--- config.mk ---
export PLATFORM = sky130hd
export DESIGN_NAME = fir_decimator
export DESIGN_NICKNAME = d
export VERILOG_FILES = /design/src/fd_pkg.sv /design/src/fd_ram.sv /design/src/fd_queue.sv /design/src/fd_front.sv /design/src/fd_back.sv /design/src/fir_decimator.sv
export SDC_FILE = /design/constraint.sdc
export NUM_CORES = 2
export LEC_CHECK = 0
export BUFFER_PORTS_ARGS = -buffer_cell sky130_fd_sc_hd__buf_2
export CORE_MARGIN = 3
export CORE_UTILIZATION = 55
export DETAILED_ROUTE_END_ITERATION = 10
export HOLD_SLACK_MARGIN = 0.15
export PLACE_DENSITY = 0.69
export SLEW_MARGIN = 20
export SYNTH_ARGS = -nofsm -noshare
export SYNTH_HDL_FRONTEND = slang
export SYNTH_HIERARCHICAL = 1
export SYNTH_SLANG_ARGS = --single-unit
--- constraint.sdc ---
create_clock -name clk_i -period 5.44 [get_ports clk_i]
set_clock_uncertainty 0.05 [all_clocks]
set_input_delay 0.544 -clock clk_i [delete_from_list [all_inputs] [get_ports clk_i]]
set_output_delay 0.544 -clock clk_i [all_outputs]
set_load 0.02 [all_outputs]
--- src/fd_pkg.sv ---
package fd_pkg;

  localparam int unsigned DATA_W  = 16;
  localparam int unsigned IDX_W   = 6;
  localparam int unsigned DECIM_W = 8;
  localparam int unsigned TAPS_W  = 7;

  localparam logic CMD_COEF   = 1'b0;
  localparam logic CMD_SAMPLE = 1'b1;

  localparam logic REG_DECIM = 1'b0;
  localparam logic REG_TAPS  = 1'b1;

  typedef enum logic [1:0] {
    KIND_COEF,
    KIND_SAMPLE,
    KIND_OUTPUT
  } kind_e;

  typedef struct packed {
    kind_e                     kind;
    logic [IDX_W-1:0]          coef_index;
    logic signed [DATA_W-1:0]  value;
  } fd_cmd_t;

  typedef struct packed {
    logic full;
    logic empty;
  } fd_qstat_t;

endpackage

--- src/fd_ram.sv ---
module fd_ram #(
  parameter int unsigned WIDTH = 16,
  parameter int unsigned DEPTH = 64
) (
  input  logic                     clk_i,
  input  logic                     we_i,
  input  logic [$clog2(DEPTH)-1:0] waddr_i,
  input  logic [WIDTH-1:0]         wdata_i,
  input  logic [$clog2(DEPTH)-1:0] raddr_i,
  output logic [WIDTH-1:0]         rdata_o
);

  logic [WIDTH-1:0] mem [DEPTH];
  logic [WIDTH-1:0] rdata_q;

  always_ff @(posedge clk_i) begin
    if (we_i) begin
      mem[waddr_i] <= wdata_i;
    end
    rdata_q <= mem[raddr_i];
  end

  assign rdata_o = rdata_q;

endmodule

--- src/fd_queue.sv ---
module fd_queue import fd_pkg::*; (
  input  logic      clk_i,
  input  logic      rst_ni,
  input  logic      push_i,
  input  fd_cmd_t   push_data_i,
  input  logic      pop_i,
  output fd_cmd_t   head_o,
  output fd_qstat_t stat_o
);

  fd_cmd_t    slot_q [2];
  logic       wr_ptr_q, wr_ptr_d;
  logic       rd_ptr_q, rd_ptr_d;
  logic [1:0] cnt_q, cnt_d;
  logic       do_push, do_pop;

  assign stat_o.full  = (cnt_q == 2'd2);
  assign stat_o.empty = (cnt_q == 2'd0);
  assign do_push = push_i && !stat_o.full;
  assign do_pop  = pop_i && !stat_o.empty;
  assign head_o  = slot_q[rd_ptr_q];

  always_comb begin
    wr_ptr_d = do_push ? ~wr_ptr_q : wr_ptr_q;
    rd_ptr_d = do_pop ? ~rd_ptr_q : rd_ptr_q;
    cnt_d    = cnt_q + 2'(do_push) - 2'(do_pop);
  end

  always_ff @(posedge clk_i or negedge rst_ni) begin
    if (!rst_ni) begin
      wr_ptr_q <= 1'b0;
      rd_ptr_q <= 1'b0;
      cnt_q    <= 2'd0;
    end else begin
      wr_ptr_q <= wr_ptr_d;
      rd_ptr_q <= rd_ptr_d;
      cnt_q    <= cnt_d;
    end
  end

  always_ff @(posedge clk_i) begin
    if (do_push) begin
      slot_q[wr_ptr_q] <= push_data_i;
    end
  end

endmodule

--- src/fd_front.sv ---
module fd_front import fd_pkg::*; #(
  parameter int unsigned MAX_TAPS = 64
) (
  input  logic                     clk_i,
  input  logic                     rst_ni,
  input  logic                     in_valid_i,
  output logic                     in_ready_o,
  input  logic                     command_i,
  input  logic [IDX_W-1:0]         coef_index_i,
  input  logic signed [DATA_W-1:0] value_i,
  input  logic [DECIM_W-1:0]       decim_factor_i,
  input  logic                     clear_done_i,
  input  fd_qstat_t                qstat_i,
  output logic                     push_o,
  output fd_cmd_t                  push_data_o
);

  localparam logic [1:0] ST_IDLE = 2'd0;
  localparam logic [1:0] ST_MOD  = 2'd1;
  localparam logic [1:0] ST_PUSH = 2'd2;
  localparam int unsigned MOD_STEPS = DECIM_W + 1;
  localparam int unsigned STEP_W    = $clog2(MOD_STEPS + 1);

  logic [1:0]            state_q, state_d;
  logic [DECIM_W-1:0]    cnt_q, cnt_d;
  logic [DECIM_W-1:0]    div_q, div_d;
  logic [DECIM_W:0]      num_q, num_d;
  logic [DECIM_W:0]      rem_q, rem_d;
  logic [STEP_W-1:0]     step_q, step_d;
  fd_cmd_t               item_q, item_d;

  logic                  accept;
  logic [DECIM_W-1:0]    d_eff;
  logic [DECIM_W-1:0]    cnt_dec;
  logic [DECIM_W:0]      rem_shift;
  logic                  idx_ok;

  assign in_ready_o = (state_q == ST_IDLE) && clear_done_i && !qstat_i.full;
  assign accept     = in_valid_i && in_ready_o;
  assign d_eff      = (decim_factor_i == '0) ? DECIM_W'(1) : decim_factor_i;
  assign cnt_dec    = cnt_q - DECIM_W'(1);
  assign rem_shift  = {rem_q[DECIM_W-1:0], num_q[DECIM_W]};
  assign idx_ok     = (32'(coef_index_i) < MAX_TAPS);

  always_comb begin
    state_d     = state_q;
    cnt_d       = cnt_q;
    div_d       = div_q;
    num_d       = num_q;
    rem_d       = rem_q;
    step_d      = step_q;
    item_d      = item_q;
    push_o      = 1'b0;
    push_data_o = '{kind: KIND_SAMPLE, coef_index: coef_index_i, value: value_i};
    unique case (state_q)
      ST_IDLE: begin
        if (accept) begin
          if (command_i == CMD_COEF) begin
            push_data_o.kind = KIND_COEF;
            push_o           = idx_ok;
          end else if (cnt_q <= d_eff) begin
            // count within factor: modular update is a plain decrement
            push_o = 1'b1;
            if (cnt_dec == '0) begin
              push_data_o.kind = KIND_OUTPUT;
              cnt_d            = d_eff;
            end else begin
              cnt_d = cnt_dec;
            end
          end else begin
            item_d  = push_data_o;
            div_d   = d_eff;
            num_d   = {1'b0, cnt_q} + {1'b0, d_eff} - (DECIM_W+1)'(1);
            rem_d   = '0;
            step_d  = STEP_W'(MOD_STEPS);
            state_d = ST_MOD;
          end
        end
      end
      ST_MOD: begin
        // restoring remainder, one bit per cycle
        rem_d  = (rem_shift >= {1'b0, div_q}) ? rem_shift - {1'b0, div_q} : rem_shift;
        num_d  = {num_q[DECIM_W-1:0], 1'b0};
        step_d = step_q - STEP_W'(1);
        if (step_q == STEP_W'(1)) begin
          state_d = ST_PUSH;
        end
      end
      ST_PUSH: begin
        push_data_o      = item_q;
        push_data_o.kind = (rem_q == '0) ? KIND_OUTPUT : KIND_SAMPLE;
        if (!qstat_i.full) begin
          push_o  = 1'b1;
          cnt_d   = (rem_q == '0) ? div_q : rem_q[DECIM_W-1:0];
          state_d = ST_IDLE;
        end
      end
      default: state_d = ST_IDLE;
    endcase
  end

  always_ff @(posedge clk_i or negedge rst_ni) begin
    if (!rst_ni) begin
      state_q <= ST_IDLE;
      cnt_q   <= DECIM_W'(1);
      step_q  <= '0;
    end else begin
      state_q <= state_d;
      cnt_q   <= cnt_d;
      step_q  <= step_d;
    end
  end

  always_ff @(posedge clk_i) begin
    div_q  <= div_d;
    num_q  <= num_d;
    rem_q  <= rem_d;
    item_q <= item_d;
  end

endmodule

--- src/fd_back.sv ---
module fd_back import fd_pkg::*; #(
  parameter int unsigned MAX_TAPS = 64
) (
  input  logic                     clk_i,
  input  logic                     rst_ni,
  input  logic [TAPS_W-1:0]        tap_count_i,
  input  fd_cmd_t                  head_i,
  input  fd_qstat_t                qstat_i,
  output logic                     pop_o,
  output logic                     clear_done_o,
  output logic                     out_valid_o,
  input  logic                     out_ready_i,
  output logic signed [DATA_W-1:0] out_sample_o,
  output logic                     out_ovf_o
);

  localparam int unsigned AW    = $clog2(MAX_TAPS);
  localparam int unsigned TW    = $clog2(MAX_TAPS + 1);
  localparam int unsigned ACC_W = 2 * DATA_W + $clog2(MAX_TAPS);
  localparam logic [AW-1:0] LAST = AW'(MAX_TAPS - 1);
  localparam logic signed [ACC_W:0] RND     = (ACC_W+1)'(1) << (DATA_W - 2);
  localparam logic signed [ACC_W:0] SAT_MAX = (ACC_W+1)'((1 << (DATA_W - 1)) - 1);
  localparam logic signed [ACC_W:0] SAT_MIN = ~SAT_MAX;

  localparam logic [1:0] ST_CLEAR = 2'd0;
  localparam logic [1:0] ST_IDLE  = 2'd1;
  localparam logic [1:0] ST_MAC   = 2'd2;
  localparam logic [1:0] ST_DRAIN = 2'd3;

  logic [1:0]                 state_q, state_d;
  logic [AW-1:0]              clr_q, clr_d;
  logic [AW-1:0]              pos_q, pos_d;
  logic [AW-1:0]              mpos_q, mpos_d;
  logic [TW-1:0]              n_q, n_d;
  logic                       rd_vld_q, prod_vld_q;
  logic signed [2*DATA_W-1:0] prod_q;
  logic signed [ACC_W-1:0]    acc_q, acc_d;
  logic                       out_vld_q, out_vld_d;
  logic signed [DATA_W-1:0]   out_sample_q;
  logic                       out_ovf_q;

  logic [TW-1:0]              taps_eff;
  logic [AW-1:0]              pos_dec, mpos_inc;
  logic                       issue, load_out, clearing;
  logic                       coef_we, dly_we;
  logic [AW-1:0]              coef_waddr, dly_waddr;
  logic [DATA_W-1:0]          coef_wdata, dly_wdata;
  logic [DATA_W-1:0]          coef_rd, dly_rd;
  logic signed [ACC_W:0]      rnd_sum, rnd_y;
  logic                       sat_hi, sat_lo;

  assign taps_eff = (32'(tap_count_i) > MAX_TAPS) ? TW'(MAX_TAPS) : TW'(tap_count_i);
  assign pos_dec  = (pos_q == '0) ? LAST : pos_q - AW'(1);
  assign mpos_inc = (mpos_q == LAST) ? '0 : mpos_q + AW'(1);
  assign clearing = (state_q == ST_CLEAR);
  assign pop_o    = (state_q == ST_IDLE) && !qstat_i.empty;
  assign issue    = (state_q == ST_MAC) && (n_q < taps_eff);
  assign clear_done_o = !clearing;

  assign coef_we    = clearing || (pop_o && head_i.kind == KIND_COEF);
  assign coef_waddr = clearing ? clr_q : AW'(head_i.coef_index);
  assign coef_wdata = clearing ? '0 : head_i.value;
  assign dly_we     = clearing || (pop_o && (head_i.kind == KIND_SAMPLE ||
                                             head_i.kind == KIND_OUTPUT));
  assign dly_waddr  = clearing ? clr_q : pos_dec;
  assign dly_wdata  = clearing ? '0 : head_i.value;

  fd_ram #(.WIDTH(DATA_W), .DEPTH(MAX_TAPS)) u_coef_ram (
    .clk_i   (clk_i),
    .we_i    (coef_we),
    .waddr_i (coef_waddr),
    .wdata_i (coef_wdata),
    .raddr_i (n_q[AW-1:0]),
    .rdata_o (coef_rd)
  );

  fd_ram #(.WIDTH(DATA_W), .DEPTH(MAX_TAPS)) u_dly_ram (
    .clk_i   (clk_i),
    .we_i    (dly_we),
    .waddr_i (dly_waddr),
    .wdata_i (dly_wdata),
    .raddr_i (mpos_q),
    .rdata_o (dly_rd)
  );

  // round half up, floor shift, saturate
  assign rnd_sum = {acc_q[ACC_W-1], acc_q} + RND;
  assign rnd_y   = rnd_sum >>> (DATA_W - 1);
  assign sat_hi  = (rnd_y > SAT_MAX);
  assign sat_lo  = (rnd_y < SAT_MIN);

  assign load_out = (state_q == ST_DRAIN) && !rd_vld_q && !prod_vld_q &&
                    (!out_vld_q || out_ready_i);

  always_comb begin
    state_d   = state_q;
    clr_d     = clr_q;
    pos_d     = pos_q;
    mpos_d    = mpos_q;
    n_d       = n_q;
    acc_d     = prod_vld_q ? acc_q + ACC_W'(prod_q) : acc_q;
    out_vld_d = out_vld_q && !out_ready_i;
    unique case (state_q)
      ST_CLEAR: begin
        clr_d = clr_q + AW'(1);
        if (clr_q == LAST) begin
          state_d = ST_IDLE;
        end
      end
      ST_IDLE: begin
        if (pop_o && (head_i.kind == KIND_SAMPLE || head_i.kind == KIND_OUTPUT)) begin
          pos_d = pos_dec;
        end
        if (pop_o && head_i.kind == KIND_OUTPUT) begin
          mpos_d  = pos_dec;
          n_d     = '0;
          acc_d   = '0;
          state_d = ST_MAC;
        end
      end
      ST_MAC: begin
        if (issue) begin
          n_d    = n_q + TW'(1);
          mpos_d = mpos_inc;
        end else begin
          state_d = ST_DRAIN;
        end
      end
      ST_DRAIN: begin
        if (load_out) begin
          out_vld_d = 1'b1;
          state_d   = ST_IDLE;
        end
      end
      default: state_d = ST_IDLE;
    endcase
  end

  always_ff @(posedge clk_i or negedge rst_ni) begin
    if (!rst_ni) begin
      state_q    <= ST_CLEAR;
      clr_q      <= '0;
      pos_q      <= '0;
      n_q        <= '0;
      rd_vld_q   <= 1'b0;
      prod_vld_q <= 1'b0;
      out_vld_q  <= 1'b0;
    end else begin
      state_q    <= state_d;
      clr_q      <= clr_d;
      pos_q      <= pos_d;
      n_q        <= n_d;
      rd_vld_q   <= issue;
      prod_vld_q <= rd_vld_q;
      out_vld_q  <= out_vld_d;
    end
  end

  always_ff @(posedge clk_i) begin
    mpos_q <= mpos_d;
    acc_q  <= acc_d;
    prod_q <= $signed(coef_rd) * $signed(dly_rd);
    if (load_out) begin
      out_sample_q <= sat_hi ? SAT_MAX[DATA_W-1:0] :
                      sat_lo ? SAT_MIN[DATA_W-1:0] : rnd_y[DATA_W-1:0];
      out_ovf_q    <= sat_hi || sat_lo;
    end
  end

  assign out_valid_o  = out_vld_q;
  assign out_sample_o = out_sample_q;
  assign out_ovf_o    = out_ovf_q;

endmodule

--- src/fir_decimator.sv ---
// Channel  Dir  Fields (lowest bit first)                  Handshake
// s_axis   in   tuser: command; tdata: coef_index, value   tvalid/tready
// m_axis   out  tuser: overflow; tdata: filtered_sample    tvalid/tready
// cfg      in   cfg_addr_i 0: decim_factor, 1: tap_count  cfg_we_i, no wait
//
// After reset a clearing pass zeroes both tap memories;
// s_axis_tready stays low meanwhile.
// In the back end each output sample takes one shared multiply-accumulate per tap
// (min(tap_count, MAX_TAPS) taps), read from the two tap RAMs.
// Coefficient writes and non-output samples need no multiply-accumulate.
// A sample arriving while the decimation count exceeds decim_factor passes
// through a bit-serial remainder (ST_MOD, then ST_PUSH) in the front end.
// A 2-entry queue and the output register let either side stall alone.
module fir_decimator import fd_pkg::*; #(
  parameter int unsigned MAX_TAPS = 64
) (
  input  logic               clk_i,
  input  logic               rst_ni,
  input  logic               cfg_we_i,
  input  logic               cfg_addr_i,
  input  logic [DECIM_W-1:0] cfg_wdata_i,
  input  logic               s_axis_tvalid,
  output logic               s_axis_tready,
  input  logic [23:0]        s_axis_tdata,   // coef_index[5:0], value[21:6], zero pad
  input  logic [0:0]         s_axis_tuser,   // command[0]
  output logic               m_axis_tvalid,
  input  logic               m_axis_tready,
  output logic [15:0]        m_axis_tdata,   // filtered_sample[15:0]
  output logic [0:0]         m_axis_tuser    // overflow[0]
);

  logic [DECIM_W-1:0] decim_q;
  logic [TAPS_W-1:0]  taps_q;
  fd_qstat_t          qstat;
  fd_cmd_t            q_in, q_head;
  logic               q_push, q_pop, clear_done;
  logic signed [DATA_W-1:0] out_sample;
  logic               out_ovf;

  always_ff @(posedge clk_i or negedge rst_ni) begin
    if (!rst_ni) begin
      decim_q <= DECIM_W'(1);
      taps_q  <= TAPS_W'(64);
    end else if (cfg_we_i) begin
      unique case (cfg_addr_i)
        REG_DECIM: decim_q <= cfg_wdata_i;
        REG_TAPS:  taps_q  <= cfg_wdata_i[TAPS_W-1:0];
        default:   decim_q <= decim_q;
      endcase
    end
  end

  fd_front #(.MAX_TAPS(MAX_TAPS)) u_front (
    .clk_i          (clk_i),
    .rst_ni         (rst_ni),
    .in_valid_i     (s_axis_tvalid),
    .in_ready_o     (s_axis_tready),
    .command_i      (s_axis_tuser[0]),
    .coef_index_i   (s_axis_tdata[5:0]),
    .value_i        ($signed(s_axis_tdata[21:6])),
    .decim_factor_i (decim_q),
    .clear_done_i   (clear_done),
    .qstat_i        (qstat),
    .push_o         (q_push),
    .push_data_o    (q_in)
  );

  fd_queue u_queue (
    .clk_i       (clk_i),
    .rst_ni      (rst_ni),
    .push_i      (q_push),
    .push_data_i (q_in),
    .pop_i       (q_pop),
    .head_o      (q_head),
    .stat_o      (qstat)
  );

  fd_back #(.MAX_TAPS(MAX_TAPS)) u_back (
    .clk_i        (clk_i),
    .rst_ni       (rst_ni),
    .tap_count_i  (taps_q),
    .head_i       (q_head),
    .qstat_i      (qstat),
    .pop_o        (q_pop),
    .clear_done_o (clear_done),
    .out_valid_o  (m_axis_tvalid),
    .out_ready_i  (m_axis_tready),
    .out_sample_o (out_sample),
    .out_ovf_o    (out_ovf)
  );

  assign m_axis_tdata = out_sample;
  assign m_axis_tuser = out_ovf;

  a_no_req_during_clear: assert property (@(posedge clk_i) disable iff (!rst_ni)
    s_axis_tready |-> clear_done)
    else $error("request taken during clearing pass");

  a_no_push_when_full: assert property (@(posedge clk_i) disable iff (!rst_ni)
    q_push |-> !qstat.full)
    else $error("queue push while full");

  a_ovf_saturated: assert property (@(posedge clk_i) disable iff (!rst_ni)
    (m_axis_tvalid && m_axis_tuser[0]) |->
      (m_axis_tdata == 16'h7fff || m_axis_tdata == 16'h8000))
    else $error("overflow flagged on unsaturated output");

  a_pop_not_empty: assert property (@(posedge clk_i) disable iff (!rst_ni)
    q_pop |-> !qstat.empty)
    else $error("queue pop while empty");

endmodule
==> impl_metrics.ini <==
[sta]
setup_viol_count_final = 13
rsz0062_at_grt = true
achievable-frequency_mhz = 174.2
worst-slew-pin-transition_ns = 1.084
setup_tns_ns = -1.980
hold_ws_ns = 0.2758
hold_violations = 0
layout_min_cycle_time_ns = 5.742
fin_ws_ns = -0.3019
min_period_over_period = 1.056
fin_max_slew_vios = 0
timing.slew.headroom = 0.2756

[synth]
syn_nets = 6577
synth_enable_flop_cells = 2167
seq_area_frac_synth = 0.6610
post_synthesis_instance_total = 6098
yosys_most_used_dff = sky130_fd_sc_hd__edfxtp_1
post_synthesis_instance_area_um2 = 103700
ys.warnings.count = 6
syn_avg_cell_area_um2 = 17.00
synth_cell_type_count = 99
synth-seq-cells = 2326
synth_async_sr_flop_share = 0.02451

[worst_setup_path]
count_of_buffering_cells_on_the_critical_path_with_inverters_included = 3
startpoint_type = flop
timing.critical_path.required_ns = 6.12
crit-reg2reg-launch = u_back/u_dly_ram/rdata_o[11]$_DFF_P_
critical_path_max_stage_delay_ns = 0.62
crit_path_max_fanout = 15
critPathTopFamily = adder cells
crit_path_cell_trace = nand2_1 -> fa_1 -> inv_1 -> fa_1 -> fa_1 -> fa_1 -> fa_1 -> inv_1 -> fa_1 -> inv_1 -> ha_4 -> and3_1 -> a21oi_4 -> a31oi_4 -> o2111a_2 -> o2111a_1 -> a211o_1
timing.critical_path.to_type = flop
crit_path_top_delay_cell = sky130_fd_sc_hd__fa_1
cp.arrival_ns = 6.42
critPathLaunch = u_back/u_dly_ram/rdata_o[11]$_DFF_P_
path_common_cell = sky130_fd_sc_hd__fa_1
critical_path_class = flop to flop

[global_routing]
antenna_found_initial = 9
grt_max_degree = 129
grt_pass1_wl_um = 362000
grt_util_all_layers = 0.2512
overflow = 0
first_global_vias = 56680

[final_layout]
layout.cells.most_common = sky130_fd_sc_hd__edfxtp_1
areaGrowthSynthToFinish_pct = 12.80
layout-drive-gt1-share = 0.2289
multi_input_comb_area_um2 = 32440
regArea_um2 = 68620
layout.filler_cells = 13050
finalNetCount = 7014
mostFrequentLayoutCells = sky130_fd_sc_hd__edfxtp_1 (2,167), sky130_fd_sc_hd__mux4_2 (440), sky130_fd_sc_hd__nand2_1 (403)

[placed_design]
place.gp.congestion = 0.8695
hpwlAfterDp_um = 152700
portbufs = 55

[status]
run_status = finished, violations left
failed_checks = negative setup slack

[floorplan]
boundaryPins = 58
floorplan.core_area_um2 = 186400
die_h_um = 440.2
rows = 158
floorplan.die.width_um = 440.2
dieArea_um2 = 193800
start_util = 0.5562

[clocking]
h-tree-depth = 4
cts-root-buf = sky130_fd_sc_hd__clkbuf_16
cts_tree = yes
cts-buffers-inserted = 222
cts.sinks = 2326
clk_path_buf_depth = 3
cts.clk_slew.worst_paths_ns = 0.06
worst_skew_pair.late_latency_ns = 0.89

[route]
route.vias.total = 55870
count_of_tritonroute_iterations_in_the_first_routing_pass = 8
post-route-drc-count = 0
vias_per_cell = 6.071
avgRoutedWirePerCell_um = 26.16
wirelength_um = 240800
drt.antenna.violating_nets = 0
initialDrtViolationCount = 6061

[min_path]
min_from = s_axis_tvalid
timing.hold.worst.class = input port to flop

[flow_run]
cap_violations = 0
==> logic make-up (layout without fill, tap and decap cells) <==
logic type,after synthesis,in the layout,synth area share
compound gates,611,611,0.04100
other cells,0,4,0
mux,750,750,0.1290
buf+inv,691,1311,0.03232
simple gates,1169,1169,0.05501
fa+ha+maj,440,440,0.07228
flops,2326,2326,0.6610
xor+xnor,111,111,0.009375
==> worst paths after layout <==
path	to	slack, ns	depth (start not counted)
hold reg to reg	u_back/prod_vld_q$_DFF_PN0_	0.37	0
min in group asynchronous	decim_q[2]$_DFFE_PN0P_	0.34	3
hold / removal	u_queue/slot_q[1][22]$_DFFE_PP_	0.28	4
setup / recovery	u_back/prod_q[31]$_DFF_P_	-0.30	17
setup reg to reg	u_back/prod_q[31]$_DFF_P_	-0.30	17
max in group asynchronous	u_back/n_q[2]$_DFFE_PN0P_	4.33	3
==> cells in the mapped netlist, types with 11 or more instances <==
cell type | n | share of area
sky130_fd_sc_hd__a311oi_1 | 19 | 0.0016
sky130_fd_sc_hd__a21oi_1 | 131 | 0.0063
sky130_fd_sc_hd__and2_1 | 135 | 0.0081
sky130_fd_sc_hd__o31ai_1 | 12 | 0.00087
sky130_fd_sc_hd__ha_1 | 175 | 0.021
sky130_fd_sc_hd__mux2i_1 | 196 | 0.019
sky130_fd_sc_hd__a21o_1 | 39 | 0.0028
sky130_fd_sc_hd__o21ai_0 | 81 | 0.0039
sky130_fd_sc_hd__fa_1 | 265 | 0.051
sky130_fd_sc_hd__a22oi_1 | 79 | 0.0057
sky130_fd_sc_hd__mux2_4 | 27 | 0.0039
sky130_fd_sc_hd__nor2_1 | 261 | 0.0094
sky130_fd_sc_hd__nand4_1 | 37 | 0.0022
sky130_fd_sc_hd__nand3_1 | 86 | 0.0042
sky130_fd_sc_hd__nor3_1 | 26 | 0.0013
sky130_fd_sc_hd__dfxtp_1 | 102 | 0.020
sky130_fd_sc_hd__nand2b_1 | 22 | 0.0013
sky130_fd_sc_hd__nand2_1 | 411 | 0.015
sky130_fd_sc_hd__a22o_1 | 13 | 0.0011
sky130_fd_sc_hd__a221oi_1 | 33 | 0.0028
sky130_fd_sc_hd__nor2b_1 | 88 | 0.0053
sky130_fd_sc_hd__buf_4 | 26 | 0.0019
sky130_fd_sc_hd__buf_6 | 39 | 0.0042
sky130_fd_sc_hd__a31oi_1 | 31 | 0.0019
sky130_fd_sc_hd__xnor2_1 | 73 | 0.0062
sky130_fd_sc_hd__mux4_2 | 440 | 0.096
sky130_fd_sc_hd__and4_1 | 14 | 0.0012
sky130_fd_sc_hd__buf_12 | 12 | 0.0023
sky130_fd_sc_hd__a211oi_1 | 39 | 0.0028
sky130_fd_sc_hd__clkbuf_1 | 120 | 0.0043
sky130_fd_sc_hd__xor2_1 | 38 | 0.0032
sky130_fd_sc_hd__dfrtp_1 | 54 | 0.013
sky130_fd_sc_hd__and3_1 | 18 | 0.0011
sky130_fd_sc_hd__buf_2 | 74 | 0.0036
sky130_fd_sc_hd__nor4_1 | 11 | 0.00066
sky130_fd_sc_hd__inv_1 | 398 | 0.014
sky130_fd_sc_hd__a211o_1 | 22 | 0.0019
sky130_fd_sc_hd__a41oi_1 | 12 | 0.0010
sky130_fd_sc_hd__mux2_2 | 79 | 0.0086
sky130_fd_sc_hd__edfxtp_1 | 2167 | 0.63
sky130_fd_sc_hd__a221o_1 | 13 | 0.0013
==> flip-flops by register name (all words and copies together) (netlist names), 16 cells and up <==
name and flops:
u_back/out_sample_o 16, u_back/u_dly_ram/mem 1024, u_queue/slot_q 48, u_front/item_q 22
u_back/acc_q 38, u_back/u_dly_ram/rdata_o 16, u_back/u_coef_ram/mem 1024, u_back/prod_q 32
u_back/u_coef_ram/rdata_o 16
==> layer usage <==
metal,GRT usage,part of all wire,vias to the layer above
met5,0,0.00011,-
met3,0.05173,0.086,421
met1,0.3560,0.41,28960
met4,0.07493,0.030,4
met2,0.3975,0.48,2300
li1,-,-,24190
==> worst reg2reg max path: stages (launching register included) <==
cell,delay (ns)
sky130_fd_sc_hd__dfxtp_2,0.54
sky130_fd_sc_hd__nand2_1,0.14
sky130_fd_sc_hd__fa_1,0.51
sky130_fd_sc_hd__inv_1,0.05
sky130_fd_sc_hd__fa_1,0.48
sky130_fd_sc_hd__fa_1,0.62
sky130_fd_sc_hd__fa_1,0.46
sky130_fd_sc_hd__fa_1,0.55
sky130_fd_sc_hd__inv_1,0.05
sky130_fd_sc_hd__fa_1,0.52
sky130_fd_sc_hd__inv_1,0.06
sky130_fd_sc_hd__ha_4,0.24
sky130_fd_sc_hd__and3_1,0.22
sky130_fd_sc_hd__a21oi_4,0.19
sky130_fd_sc_hd__a31oi_4,0.15
sky130_fd_sc_hd__o2111a_2,0.32
sky130_fd_sc_hd__o2111a_1,0.24
sky130_fd_sc_hd__a211o_1,0.21
==> final cells by class <==
| cell class | instances | area share |
|---|---|---|
| antenna | 4 | 0.00008557 |
| sequential | 2326 | 0.5866 |
| inverter | 399 | 0.01280 |
| clock buffer | 292 | 0.05097 |
| timing repair buffer | 505 | 0.03513 |
| clock inverter | 115 | 0.01057 |
| multi-input combinational | 3081 | 0.2773 |
| tap | 2480 | 0.02653 |
==> metrics by stage <==
step                      instance area [µm²]    util  cells  worst slack, ns
after floorplan                        104100       -   6098          -0.1017
final                                  117000  0.6275   9202          -0.3019
after CTS                              116700  0.6261   9191          -0.2876
after global placement                 108900  0.5841   8737          -0.4969
after detailed placement               108900  0.5841   8737          -0.5334
after global routing                   117000  0.6274   9199          -0.4952
==> repair_timing <==
item	CTS	global route
gates resized for setup	56	52
endpoints found under the setup margin	16	18
cloned	0	0
hold endpoints to repair	144	0
hold buffers	41	0
pin swaps	38	32
buffers inserted	6	6
Power is left out: the tool's default activity adds up to more than one toggle a clock period on the data nets, which glitch-free logic cannot reach.
